**src/hdl/lsps_ram.sv**
```systemverilog
// ---------------------------------------------------------------------------
// Generic RAM
// One write port, one read port, read data registered.
// ---------------------------------------------------------------------------
module lsps_ram #(
   parameter int  WIDTH = 8,
   parameter int  DEPTH = 16,
   localparam int AW    = $clog2(DEPTH)
) (
   input  logic             clock,
   input  logic             we,
   input  logic [AW-1:0]    waddr,
   input  logic [WIDTH-1:0] wdata,
   input  logic [AW-1:0]    raddr,
   output logic [WIDTH-1:0] rdata
);

   logic [WIDTH-1:0] mem_ff [DEPTH];
   logic [WIDTH-1:0] rdata_ff;

   always_ff @(posedge clock) begin
      if (we) begin
         mem_ff[waddr] <= wdata;
      end
      rdata_ff <= mem_ff[raddr];
   end

   assign rdata = rdata_ff;

endmodule

```
**config.mk**
```make
export PLATFORM = sky130hd
export DESIGN_NAME = lsps_ram
export DESIGN_NICKNAME = d
export VERILOG_FILES = /design/src/hdl/lsps_ram.sv
export SDC_FILE = /design/constraint.sdc
export NUM_CORES = 1
export LEC_CHECK = 0
export ABC_AREA = 1
export BUFFER_PORTS_ARGS = -buffer_cell sky130_fd_sc_hd__buf_4
export CORE_MARGIN = 3
export CORE_UTILIZATION = 61
export DETAILED_ROUTE_END_ITERATION = 10
export GPL_ROUTABILITY_DRIVEN = 0
export PLACE_DENSITY = 0.89
export SLEW_MARGIN = 30
export SYNTH_ARGS = -nofsm -noshare
export SYNTH_HDL_FRONTEND = slang
export SYNTH_SLANG_ARGS = --single-unit
```
**constraint.sdc**
```tcl
create_clock -name clock -period 1.36 [get_ports clock]
set_input_delay 0.272 -clock clock [delete_from_list [all_inputs] [get_ports clock]]
set_output_delay 0.272 -clock clock [all_outputs]
set_load 0.02 [all_outputs]
```
# After elaboration in Yosys (flattened, before gate mapping)

Memory sizes are Yosys's and may differ from the RTL's. A register that Yosys moved wholly into a read port is not among the register bits.
Index checks and enable logic that the tools add are counted.

Multiplexer cells: 2

Operators by type and width:

| kind   | number |
|---|---|
| $mux 1 | 2 |

Register bits: 0
Bits in writable memories: 128
Bits of input ports: 18
Memories kept: 1

Memories:

| memory | words | width | read ports | clocked after Yosys merged registers in | write ports | RTL line | text |
|---|---|---|---|---|---|---|---|
| mem_ff | 16    | 8     | 1          | 1                                       | 1           | 18       | `logic [WIDTH-1:0] mem_ff [DEPTH];` |

# Depth between registers and ports, before layout

Depth after elaboration: 2
Mapped depth: 8
Gate-level depth less buffers: 7

# Worst setup path after synthesis

Ideal clock, no wire load.

Path type: input port to flip-flop
Start: input port waddr[2]
End: memory mem_ff[10][0], enable pin
Setup time: 0.370 ns
Data arrival time: 0.853 ns
Data required time: 0.990 ns
Path slack: 0.137 ns
Stages: 2
Buffers on the path: 0
Path through: nand3b_1 > nor2_1

RTL lines:

| what            | RTL line | text |
|---|---|---|
| start, declared | 12       | `input logic [AW-1:0] waddr,` |
| end, declared   | 18       |  |

Straight into the memory's write port.

# Final worst setup path

Start: register rdata_ff[6] (netlist: rdata[6]), read port of mem_ff
End: output port rdata[6]

RTL lines:

| what            | RTL line | text |
|---|---|---|
| start, declared | 19       | `logic [WIDTH-1:0] rdata_ff;` |
| end, declared   | 15       | `output logic [WIDTH-1:0] rdata` |

No word-level cell between the ends.

==> summary.md <==
| Metric | Value |
|---|---|
| Synth top cells by count | nand2_1 (173), edfxtp_1 (128), inv_1 (100), nand3_1 (97), nor2_1 (17) |
| Prevailing post-synth register cell | edfxtp_1 |
| Fraction of layout cells with a size suffix above 1 | 13.6% |
| Synth Instances | 551 |
| Max-cap violation count | 0 |
| Largest net degree at the start of global routing | 34 |
| Fin nets | 617 |
| Data arrival, critical path | 1.00 ns |
| Worst setup EP type | output pin |
| Stages on worst setup path | 1 |
| Leak | 2.97 nW |
| Area Overhead vs Synth | 17.0% |
| Vias in the first global route | 4176 |
| Critical path class | flop to output pin |
| Ports | 26 |
| Sw Share | 22.7% |
| Tot Pwr | 0.00991 W |
| Distinct cells, synth | 12 |
| Seq pwr share | 47.6% |
| Combinational share of power | 7.0% |
| Sum Neg Setup Slack | 0 ns |
| Top delay family on crit path | flip-flops |
| # resized after CTS | 0 |
| DR iter-0 viols | 803 |
| Worst R2R End | rdata[4] |
| YS warnings | 0 |
| Register bit count reported by yosys | 136 |
| Post-synthesis adder-cell area fraction | 0% |
| Die width | 103 µm |
| Hold_ws | 0.0927 ns |
| Vias per std cell | 6.01 |
| Syn Nets | 569 |
| CTS H-Tree Depth | 4 |
| Maximum vdd ir drop | 0.00112 V |
| Post-Route Skew | 0.00753 ns |
| Hold Path Origin | wdata[1] |
| CP Data Required Time | 1.09 ns |
| Final hold viol count | 0 |
| Global-route wire length before repair | 23.2 mm |
| Post-Synth XOR/XNOR Area | 0% |
| EDFF count, synth | 128 |
| Fin crit share | 93.4% |
| ANT cells | 0 |
| FF-to-FF Start | mem_ff[9][4] |
| Buffer depth of the longest clock path | 2 |
| Crit path launch type | flop |
| Post-DR wirelength/cell | 21.1 µm |
| CP Buf/Inv Count | 1 |
| Drt drc | 0 |
| Most frequent cell after synthesis | nand2_1 |
| Rel. slew slack | 78.4% |
| Total CTS buffers | 17 |
| Worst reg2reg setup slack | 0.26 ns |
| Sequential-to-total area share from yosys stat | 69.4% |
| Actual slew at the worst max-slew pin | 0.323 ns |
| Worst skew pair latency | 0.52 ns |
| Final Max Slew Viols | 0 |
| Final wirelength | 15.2 mm |
| Worst-path clk slew | 0.06 ns |
| Min Tclk post-route | 1.27 ns |
| Die area | 10700 µm² |
| Root buffer cell | clkbuf_8 |
| GRT overflow | 0 |
| Post-Syn Area | 5770 µm² |
| Core Rows | 34 |
| Initial antenna violation count | 0 |
| Main combinational cell family by area after synthesis | simple AND/OR/NAND/NOR gates |
| Sequence of cells on the critical path | buf_4 |
| Cts hold-fix bufs | 0 |
| Initial Util | 64.6% |
| IO buf count | 25 |
| Compound-Gate Fraction of Synth Area | 0% |
| Antenna-violating nets left | 0 |
| DR vias | 4330 |
| Synth top area share | 66.7% |
| Slowest Stage Delay on Critical Path | 0.34 ns |
| CTS tree | built |
| Power Density | 1470 nW/µm² |
| CP max FO | 1 |
| HPWL after detailed placement | 8.17 mm |
| Simple-Gate Fraction of Synth Area | 21.0% |
| Post-synth top area cell | edfxtp_1 |
| RSZ-0062 raised after global routing | no |
| Die Y | 103 µm |
| Post-CTS Setup Bufs | 0 |
| Multiplexer area fraction after synthesis | 0% |
| Area contributors post-synth | edfxtp_1 (67%), nand2_1 (11%), nand3_1 (8.4%) |
| Clk sinks | 136 |
| Int Power | 0.00766 W |
| P_sw | 0.00225 W |
| HP Class | input pin to flop |
| Final setup viols | 0 |
| Critical-path top delay cell | dfxtp_1 |
| Core area | 8930 µm² |
| Clock Power Share | 45.4% |
| CP startpoint | rdata[6] |
| Critical Path Sink | rdata[6] |
| First-pass detailed-route iteration total | 6 |
| Gr usage total | 30.8% |
| Status | finished clean |
| FMAX | 787 MHz |
| Cell count of the worst reg-to-reg path | 6 |
| Avg Inst Size Synth | 10.5 µm² |
| Post-synth ARST share | 0% |
-- per-layer routing --
metal	track usage [%]	vias to the layer above	share of wire (%)
li1	-	1875	-
met1	38.4	1970	34
met2	49.5	424	48
met3	7.91	61	13
met4	16.9	0	4.6
met5	0	-	0
-- worst min-delay path by stage --
stage	to	slack, ns	cells after the start
floorplan	mem_ff[0][0]	0.37	0
global placement	mem_ff[1][1]	0.60	1
detailed placement	mem_ff[1][1]	0.61	1
CTS	mem_ff[10][1]	0.07	1
global route	mem_ff[3][1]	0.09	1
finish	mem_ff[10][1]	0.09	1
-- layout by cell type, fill, tap and decap left out --
| cell type | count |
|---|---|
| buf_12 | 3 |
| buf_4 | 50 |
| bufinv_16 | 3 |
| clkbuf_16 | 16 |
| clkbuf_8 | 1 |
| clkinv_1 | 4 |
| clkinv_2 | 3 |
| clkinv_4 | 2 |
| clkinvlp_4 | 3 |
| dfxtp_1 | 8 |
| edfxtp_1 | 128 |
| inv_1 | 100 |
| inv_2 | 2 |
| nand2_1 | 173 |
| nand3_1 | 97 |
| nand3b_1 | 2 |
| nor2_1 | 17 |
-- area by class of cell --
class                      count  area (µm²)
fill                         493        2190
clock inverter                15         160
clock buffer                  17         414
multi-input combinational    289        1210
tap                          108         135
timing repair buffer          53         435
inverter                     102         383
sequential                   136        4000
-- registers in the layout, indices dropped and copies added (netlist names) --
name and count:
mem_ff 128, rdata 8
-- cell families (layout without fill, tap and decap cells) --
family	after synthesis	in the layout
buffers and inverters	126	187
flip-flops	136	136
AND/OR/NAND/NOR	289	289
-- power by group through the flow --
stage	clock network (W)	registers, W	logic [W]
CTS	0.00450	0.00472	0.000674
detailed placement	0	0.00480	0.000643
global route	0.00468	0.00472	0.000733
floorplan	0	0.00483	0.000331
finish	0.00450	0.00472	0.000692
global placement	0	0.00480	0.000616
-- through the flow --
step	utilization (%)	worst slack [ns]	instances	cell area, µm²
finish	75.5	0.0896	720	6750
global route	75.5	0.0594	720	6750
CTS	75.5	0.0783	720	6750
detailed placement	69.1	0.00282	688	6170
global placement	69.1	0.0822	688	6170
floorplan	-	0.137	551	5770
Note: power is estimated with default switching activity, not from simulation.
