`config.mk`:
```
export PLATFORM = sky130hd
export DESIGN_NAME = lsps_resolve
export DESIGN_NICKNAME = d
export VERILOG_FILES = /design/src/hdl/lsps_pkg.sv /design/src/hdl/lsps_resolve.sv
export SDC_FILE = /design/constraint.sdc
export NUM_CORES = 2
export LEC_CHECK = 0
export ABC_AREA = 0
export BUFFER_PORTS_ARGS = -buffer_cell sky130_fd_sc_hd__buf_2
export CAP_MARGIN = 20
export CORE_MARGIN = 4
export CORE_UTILIZATION = 30
export CTS_CLUSTER_SIZE = 25
export DETAILED_ROUTE_END_ITERATION = 7
export PLACE_DENSITY = 0.54
export SLEW_MARGIN = 20
export SYNTH_ARGS = -nofsm -noshare
export SYNTH_HDL_FRONTEND = slang
export SYNTH_SLANG_ARGS = --single-unit
export TNS_END_PERCENT = 10
```
`constraint.sdc`:
```
create_clock -name clock -period 7.2 [get_ports clock]
set_clock_uncertainty 0.15 [all_clocks]
set_input_delay 0.72 -clock clock [delete_from_list [all_inputs] [get_ports clock]]
set_output_delay 0.72 -clock clock [all_outputs]
set_load 0.005 [all_outputs]
```
`src/hdl/lsps_pkg.sv`:
```
// ---------------------------------------------------------------------------
// Lattice site particle store package
// Shared widths, codes, reset values and inter-module structs.
// ---------------------------------------------------------------------------
package lsps_pkg;

   // default sizing of the stores
   localparam int MAX_SITES_DEF = 4096;
   localparam int MAX_WORDS_DEF = 4;

   // field widths
   localparam int CFG_W      = 13;
   localparam int WORDS_W    = 3;
   localparam int COORD_W    = 12;
   localparam int SITE_IDX_W = 13;
   localparam int CMD_W      = 3;
   localparam int SLOT_W     = 4;
   localparam int VAL_W      = 8;
   localparam int STATUS_W   = 2;
   localparam int OCC_W      = 5;
   localparam int CSR_IDX_W  = 3;
   localparam int REQ_DATA_W = 64;
   localparam int RSP_DATA_W = 16;
   localparam int WORD_W     = 32;

   // commands
   localparam logic [CMD_W-1:0] CMD_ADD      = 3'd0;
   localparam logic [CMD_W-1:0] CMD_READ     = 3'd1;
   localparam logic [CMD_W-1:0] CMD_OCC      = 3'd2;
   localparam logic [CMD_W-1:0] CMD_CLEAR    = 3'd3;
   localparam logic [CMD_W-1:0] CMD_SET_TYPE = 3'd4;
   localparam logic [CMD_W-1:0] CMD_GET_TYPE = 3'd5;

   // result status
   localparam logic [STATUS_W-1:0] ST_OK       = 2'd0;
   localparam logic [STATUS_W-1:0] ST_BAD_SITE = 2'd1;
   localparam logic [STATUS_W-1:0] ST_BAD_SLOT = 2'd2;
   localparam logic [STATUS_W-1:0] ST_FULL     = 2'd3;

   // register indexes
   localparam logic [CSR_IDX_W-1:0] CSR_SIZE_X     = 3'd0;
   localparam logic [CSR_IDX_W-1:0] CSR_SIZE_Y     = 3'd1;
   localparam logic [CSR_IDX_W-1:0] CSR_SIZE_Z     = 3'd2;
   localparam logic [CSR_IDX_W-1:0] CSR_SITE_COUNT = 3'd3;
   localparam logic [CSR_IDX_W-1:0] CSR_WORDS      = 3'd4;

   // register reset values
   localparam logic [CFG_W-1:0]   SIZE_RST  = 13'd16;
   localparam logic [CFG_W-1:0]   SITES_RST = 13'd4096;
   localparam logic [WORDS_W-1:0] WORDS_RST = 3'd1;

   // request into the site resolver
   typedef struct packed {
      logic               start;
      logic               flat;
      logic [COORD_W-1:0] x;
      logic [COORD_W-1:0] y;
      logic [COORD_W-1:0] z;
      logic [COORD_W-1:0] index;
   } site_req_type;

   // answer from the site resolver
   typedef struct packed {
      logic                  done;
      logic                  ok;
      logic [SITE_IDX_W-1:0] site;
   } site_res_type;

endpackage

```
`src/hdl/lsps_resolve.sv`:
```
// ---------------------------------------------------------------------------
// Site resolver
// Three-stage pipeline: coordinates or flat index to a checked site index.
// ---------------------------------------------------------------------------
module lsps_resolve (
   input  logic                              clock,
   input  logic                              reset,
   input  lsps_pkg::site_req_type            req,
   input  logic [lsps_pkg::CFG_W-1:0]        size_x,
   input  logic [lsps_pkg::CFG_W-1:0]        size_y,
   input  logic [lsps_pkg::CFG_W-1:0]        size_z,
   input  logic [lsps_pkg::CFG_W-1:0]        eff_sites,
   output lsps_pkg::site_res_type            res
);

   // stage 1: range checks, y*sx and sx*sy
   logic                             v1_ff;
   logic                             flat1_ff;
   logic                             inrange1_ff;
   logic [lsps_pkg::COORD_W-1:0]     x1_ff;
   logic [lsps_pkg::COORD_W-1:0]     z1_ff;
   logic [lsps_pkg::COORD_W-1:0]     idx1_ff;
   logic [24:0]                      yx1_ff;
   logic [25:0]                      sxy1_ff;

   // stage 2: x + y*sx and z*sx*sy
   logic                             v2_ff;
   logic                             flat2_ff;
   logic                             inrange2_ff;
   logic [lsps_pkg::COORD_W-1:0]     idx2_ff;
   logic [25:0]                      xy2_ff;
   logic [37:0]                      zp2_ff;

   // stage 3: final sum and bound check
   logic [38:0]                      sum_w;
   logic                             done3_ff;
   logic                             ok3_ff;
   logic [lsps_pkg::SITE_IDX_W-1:0]  site3_ff;

   always_ff @(posedge clock) begin
      if (reset) begin
         v1_ff    <= 1'b0;
         v2_ff    <= 1'b0;
         done3_ff <= 1'b0;
      end else begin
         v1_ff    <= req.start;
         v2_ff    <= v1_ff;
         done3_ff <= v2_ff;
      end
   end

   always_ff @(posedge clock) begin
      flat1_ff    <= req.flat;
      inrange1_ff <= ({1'b0, req.x} < size_x) && ({1'b0, req.y} < size_y) &&
                     ({1'b0, req.z} < size_z);
      x1_ff       <= req.x;
      z1_ff       <= req.z;
      idx1_ff     <= req.index;
      yx1_ff      <= 25'(req.y) * 25'(size_x);
      sxy1_ff     <= 26'(size_x) * 26'(size_y);

      flat2_ff    <= flat1_ff;
      inrange2_ff <= inrange1_ff;
      idx2_ff     <= idx1_ff;
      xy2_ff      <= 26'(x1_ff) + 26'(yx1_ff);
      zp2_ff      <= 38'(z1_ff) * 38'(sxy1_ff);

      if (flat2_ff) begin
         ok3_ff   <= {1'b0, idx2_ff} < eff_sites;
         site3_ff <= {1'b0, idx2_ff};
      end else begin
         ok3_ff   <= inrange2_ff && (sum_w < 39'(eff_sites));
         site3_ff <= sum_w[lsps_pkg::SITE_IDX_W-1:0];
      end
   end

   assign sum_w = 39'(xy2_ff) + 39'(zp2_ff);
   assign res   = '{done: done3_ff, ok: ok3_ff, site: site3_ff};

endmodule

```
=== Yosys cells after proc, flatten, opt, wreduce, memory -nomap -nowiden ===
Index checks and enable logic that the tools add are counted.

* Flip-flop bits (word level): 184
* Input bits: 104
* Output and inout port bits: 15
* Word-level logic and storage cells: 33

* $add $sub $neg: 2
* $mul: 3
* Magnitude comparators: 5
* Multiplexer cells: 2
* Reductions and logical operators: 3

{| class="wikitable"
|+ Operators by type and width
! operator !! count
|-
| $lt A12 B13 Y1 || 4
|-
| $add A26 B38 Y39 || 1
|-
| $lt A39 B13 Y1 || 1
|-
| $mul A12 B26 Y38 || 1
|-
| $add A12 B25 Y26 || 1
|-
| $mul A13 B13 Y26 || 1
|-
| $mul A12 B13 Y25 || 1
|-
| $mux W12 || 1
|-
| $logic_and A1 B1 Y1 || 3
|-
| $mux W1 || 1
|}

=== Depth between registers and ports, before layout ===
* Depth after elaboration: 4
* Mapped depth: 24
* Gate-level depth less buffers: 22

=== Worst setup path after synthesis ===
No wires, ideal clock.

* Kind: register to register
* Start: register z1_ff[3] in the netlist's numbering
* End: register zp2_ff[35]
* Library setup time: 72 ps
* Arrival: 5582 ps
* Data required time: 6978 ps
* Path slack: 1395 ps
* Stages on the path, launching flop included: 23
* Path buffers: 2
* Period minus slack after synthesis: 5805 ps
* Cells stage by stage: dfxtp_1 > clkbuf_1 > clkbuf_1 > nand2_1 > fa_1 > fa_1 > inv_1 > fa_1 > fa_1 > inv_1 > fa_1 > inv_1 > ha_1 > a21o_1 > a21o_1 > a21o_1 > a21o_1 > a21o_1 > a2111oi_0 > o31a_1 > o21ai_0 > a21oi_1 > xnor2_1

* Longest elaborated chain between the ends: 1

{| class="wikitable"
|+ RTL lines
! element !! line !! text
|-
| start: declaration || lsps_resolve.sv:21 || <nowiki>logic [lsps_pkg::COORD_W-1:0] z1_ff;</nowiki>
|-
| start signal: assignment || lsps_resolve.sv:57 || <nowiki>z1_ff <= req.z;</nowiki>
|-
| $mul A12 B26 Y38 || lsps_resolve.sv:66 || <nowiki>zp2_ff <= 38'(z1_ff) * 38'(sxy1_ff);</nowiki>
|-
| end signal: assignment || lsps_resolve.sv:66 ||
|-
| end: declaration || lsps_resolve.sv:32 || <nowiki>logic [37:0] zp2_ff;</nowiki>
|}

Every way passes these cells.
A chain may end at the register's enable or synchronous reset.

=== Worst setup path in the final report ===
* Start: register z1_ff[4] in the netlist's numbering
* End: register zp2_ff[32]

The elaborated chain is that of the path after synthesis.

==> impl_metrics.toml <==
[cts]
cts.clk_slew.worst_paths_ps = 90
cts_buffers = 17
cts_setup_buffers = 0
cts_htree_levels = 4
cts_tree = "built"
cts_resized = 0
clk_path_buf_depth = 2
cts-root-buf = "clkbuf_16"
cts.sinks = 184
clkLatencyLatePin_ps = 460
hold_buffers = 0

[grt]
grt_antenna_before_repair = 11
first_global_vias = 22000
grt_start_max_net_pins = 28
grt_pass1_wl_mm = 122
grt_usage = 0.159
overflow = 0

[yosys]
synth-seq-cells = 184
synth_warnings = 0
synth-main-ff-cell = "dfxtp_1"
syn_avg_cell_area_sq_um = 8.83
async_flop_share = 0
syn-cell-area_sq_um = 27800
synth_top_area_frac = 0.341
syn-num-nets = 4023
synthTopCellsByArea = "fa_1 34%, ha_1 14%, dfxtp_1 13%"
yosys.area.top_type = "fa_1"
syn_inst = 3142
synth_most_common_cell = "inv_1"
synthTopCellsByCount = "623 x inv_1, 503 x nand2_1, 473 x fa_1"
seq_area_frac_synth = 0.133
synth_edf_count = 0
ys_types = 73

[drt]
dr.first_iter.drc_count = 1099
vias = 20600
wire_per_inst_microns = 17.2
drc = 0
finalWirelength_mm = 75.4
dr.pass1.iters = 5
vias_per_cell = 4.70
ant_nets = 0

[floorplan]
die_w_microns = 312
start_util = 0.303
core_area_sq_um = 91700
ios = 119
rows = 111
dieArea_sq_um = 97400
die_y_microns = 312

[finish]
nNetsFinal = 4070
fin_util = 0.330
fillers = 9644
diodes = 0
areaGrowthSynthToFinish_pct = 8.86
drive_gt1_frac = 0.0671

[outcome]
run_status = "completed"

[critical_path]
crit_required_ps = 7360
crit_fanout = 11
critical_path.cell_chain = "buf_4 > nand2_1 > fa_1 > inv_1 > fa_1 > fa_1 > fa_1 > inv_1 > fa_1 > inv_1 > ha_1 > o21ai_0 > a21oi_1 > o41ai_1 > o21ai_0 > a21oi_1 > o311a_1 > o21ai_0 > xnor2_1"
startpoint_type = "register"
cp_slowest_cell = "dfxtp_1"
crit_buf_inv = 4
crit_top_cell = "fa_1"
slowest_delay_ps = 730
worstSetupEndpointType = "register"
critPathKind = "register to register"
crit_arrival_ps = 6720
path_delay_family = "adder cells"

[sta]
relSlewSlack = 0.486
timing_hold_violations_final = 0
min_period_ps = 6560
grt_setup_unrepaired = "no"
slew_viol_final = 0
setup_viol = 0
max_clock_freq_ghz = 0.152
setup_tns_ps = 0
worst_pin_slew_ps = 772
period_share = 0.911

[placement]
io_buffers = 118
dpl.hpwl_mm = 63.0
place.gp.congestion = 0.898

[worst_hold_path]
hp-class = "register to register"

[flow_run]
maxCapViolations = 0
[layer usage]
metal / GRT usage / vias up / part of all wire
met5: 0 / - / 0.00045
met1: 0.216 / 10200 / 0.46
met3: 0.0202 / 92 / 0.045
li1: - / 9826 / -
met4: 0.0444 / 6 / 0.026
met2: 0.265 / 499 / 0.47
[layout by cell type (no fill, tap or decap), drive strengths merged, types with 12 or more instances in the layout]
| cell type | synthesis | routed |
|---|---|---|
| nand3 | 26 | 26 |
| a211oi | 22 | 22 |
| nand2 | 503 | 503 |
| inv | 623 | 631 |
| nor2 | 87 | 87 |
| and2 | 177 | 177 |
| o21bai | 14 | 14 |
| and3 | 13 | 13 |
| dfxtp | 184 | 184 |
| mux2 | 15 | 15 |
| xnor2 | 69 | 69 |
| nand2b | 18 | 18 |
| a21o | 73 | 73 |
| buf | 12 | 151 |
| fa | 473 | 473 |
| clkbuf | 111 | 18 |
| or3 | 14 | 14 |
| o21ai | 73 | 73 |
| xor2 | 38 | 38 |
| nand4 | 20 | 20 |
| nor3 | 26 | 26 |
| a21oi | 105 | 105 |
| nor2b | 19 | 19 |
| o21a | 12 | 12 |
| ha | 304 | 304 |
[kinds of logic (layout without fill, tap and decap cells)]
logic type                 after synthesis  count (layout)  share of synthesized area
AOI/OAI and AO/OA                      368             368                     0.0864
xor gates and xnor gates               107             107                     0.0338
adders and majority gates              777             777                      0.478
buffers and inverters                  748             808                      0.102
DFF                                    184             184                      0.133
muxes                                   20              20                    0.00789
and+or+nand+nor                        938             938                      0.159
[cell type report]
type                    count  area (sq um)  area share
repair buffers            151           838      0.0277
clock buffers              18           439      0.0145
multi-input cells        2210         21200       0.703
well taps                1186          1480      0.0491
clock inverters            14           190     0.00630
flip-flops and latches    184          3680       0.122
inverters                 625          2350      0.0777
[registers in the layout, indices dropped and copies added, names as in the netlist, 12 cells and up]
register	flops
idx1_ff	12
idx2_ff	12
site3_ff	13
sxy1_ff	26
x1_ff	12
xy2_ff	26
yx1_ff	25
z1_ff	12
zp2_ff	38
[per-stage QoR]
stage / setup WS (ps) / hold WS [ps] / std cells / instance area (sq um)
2_1_floorplan: 1400 / 160 / 3142 / 27800
3_3_place_gp: 677 / 163 / 4356 / 29600
3_5_place_dp: 643 / 164 / 4356 / 29600
4_1_cts: 623 / 178 / 4388 / 30200
5_1_grt: 313 / 180 / 4388 / 30200
6_report: 640 / 176 / 4388 / 30200
[final timing paths]
kind / start / end / slack (ps) / cells past startpoint
worst max-delay path: z1_ff[4] / zp2_ff[32] / 640 / 19
worst min-delay path: idx1_ff[1] / idx2_ff[1] / 180 / 0
worst max register to register: z1_ff[4] / zp2_ff[32] / 640 / 19
worst min register to register: idx1_ff[1] / idx2_ff[1] / 180 / 0
Power is left out: the tool's default activity adds up to more than one toggle a clock period on the data nets, which glitch-free logic cannot reach.
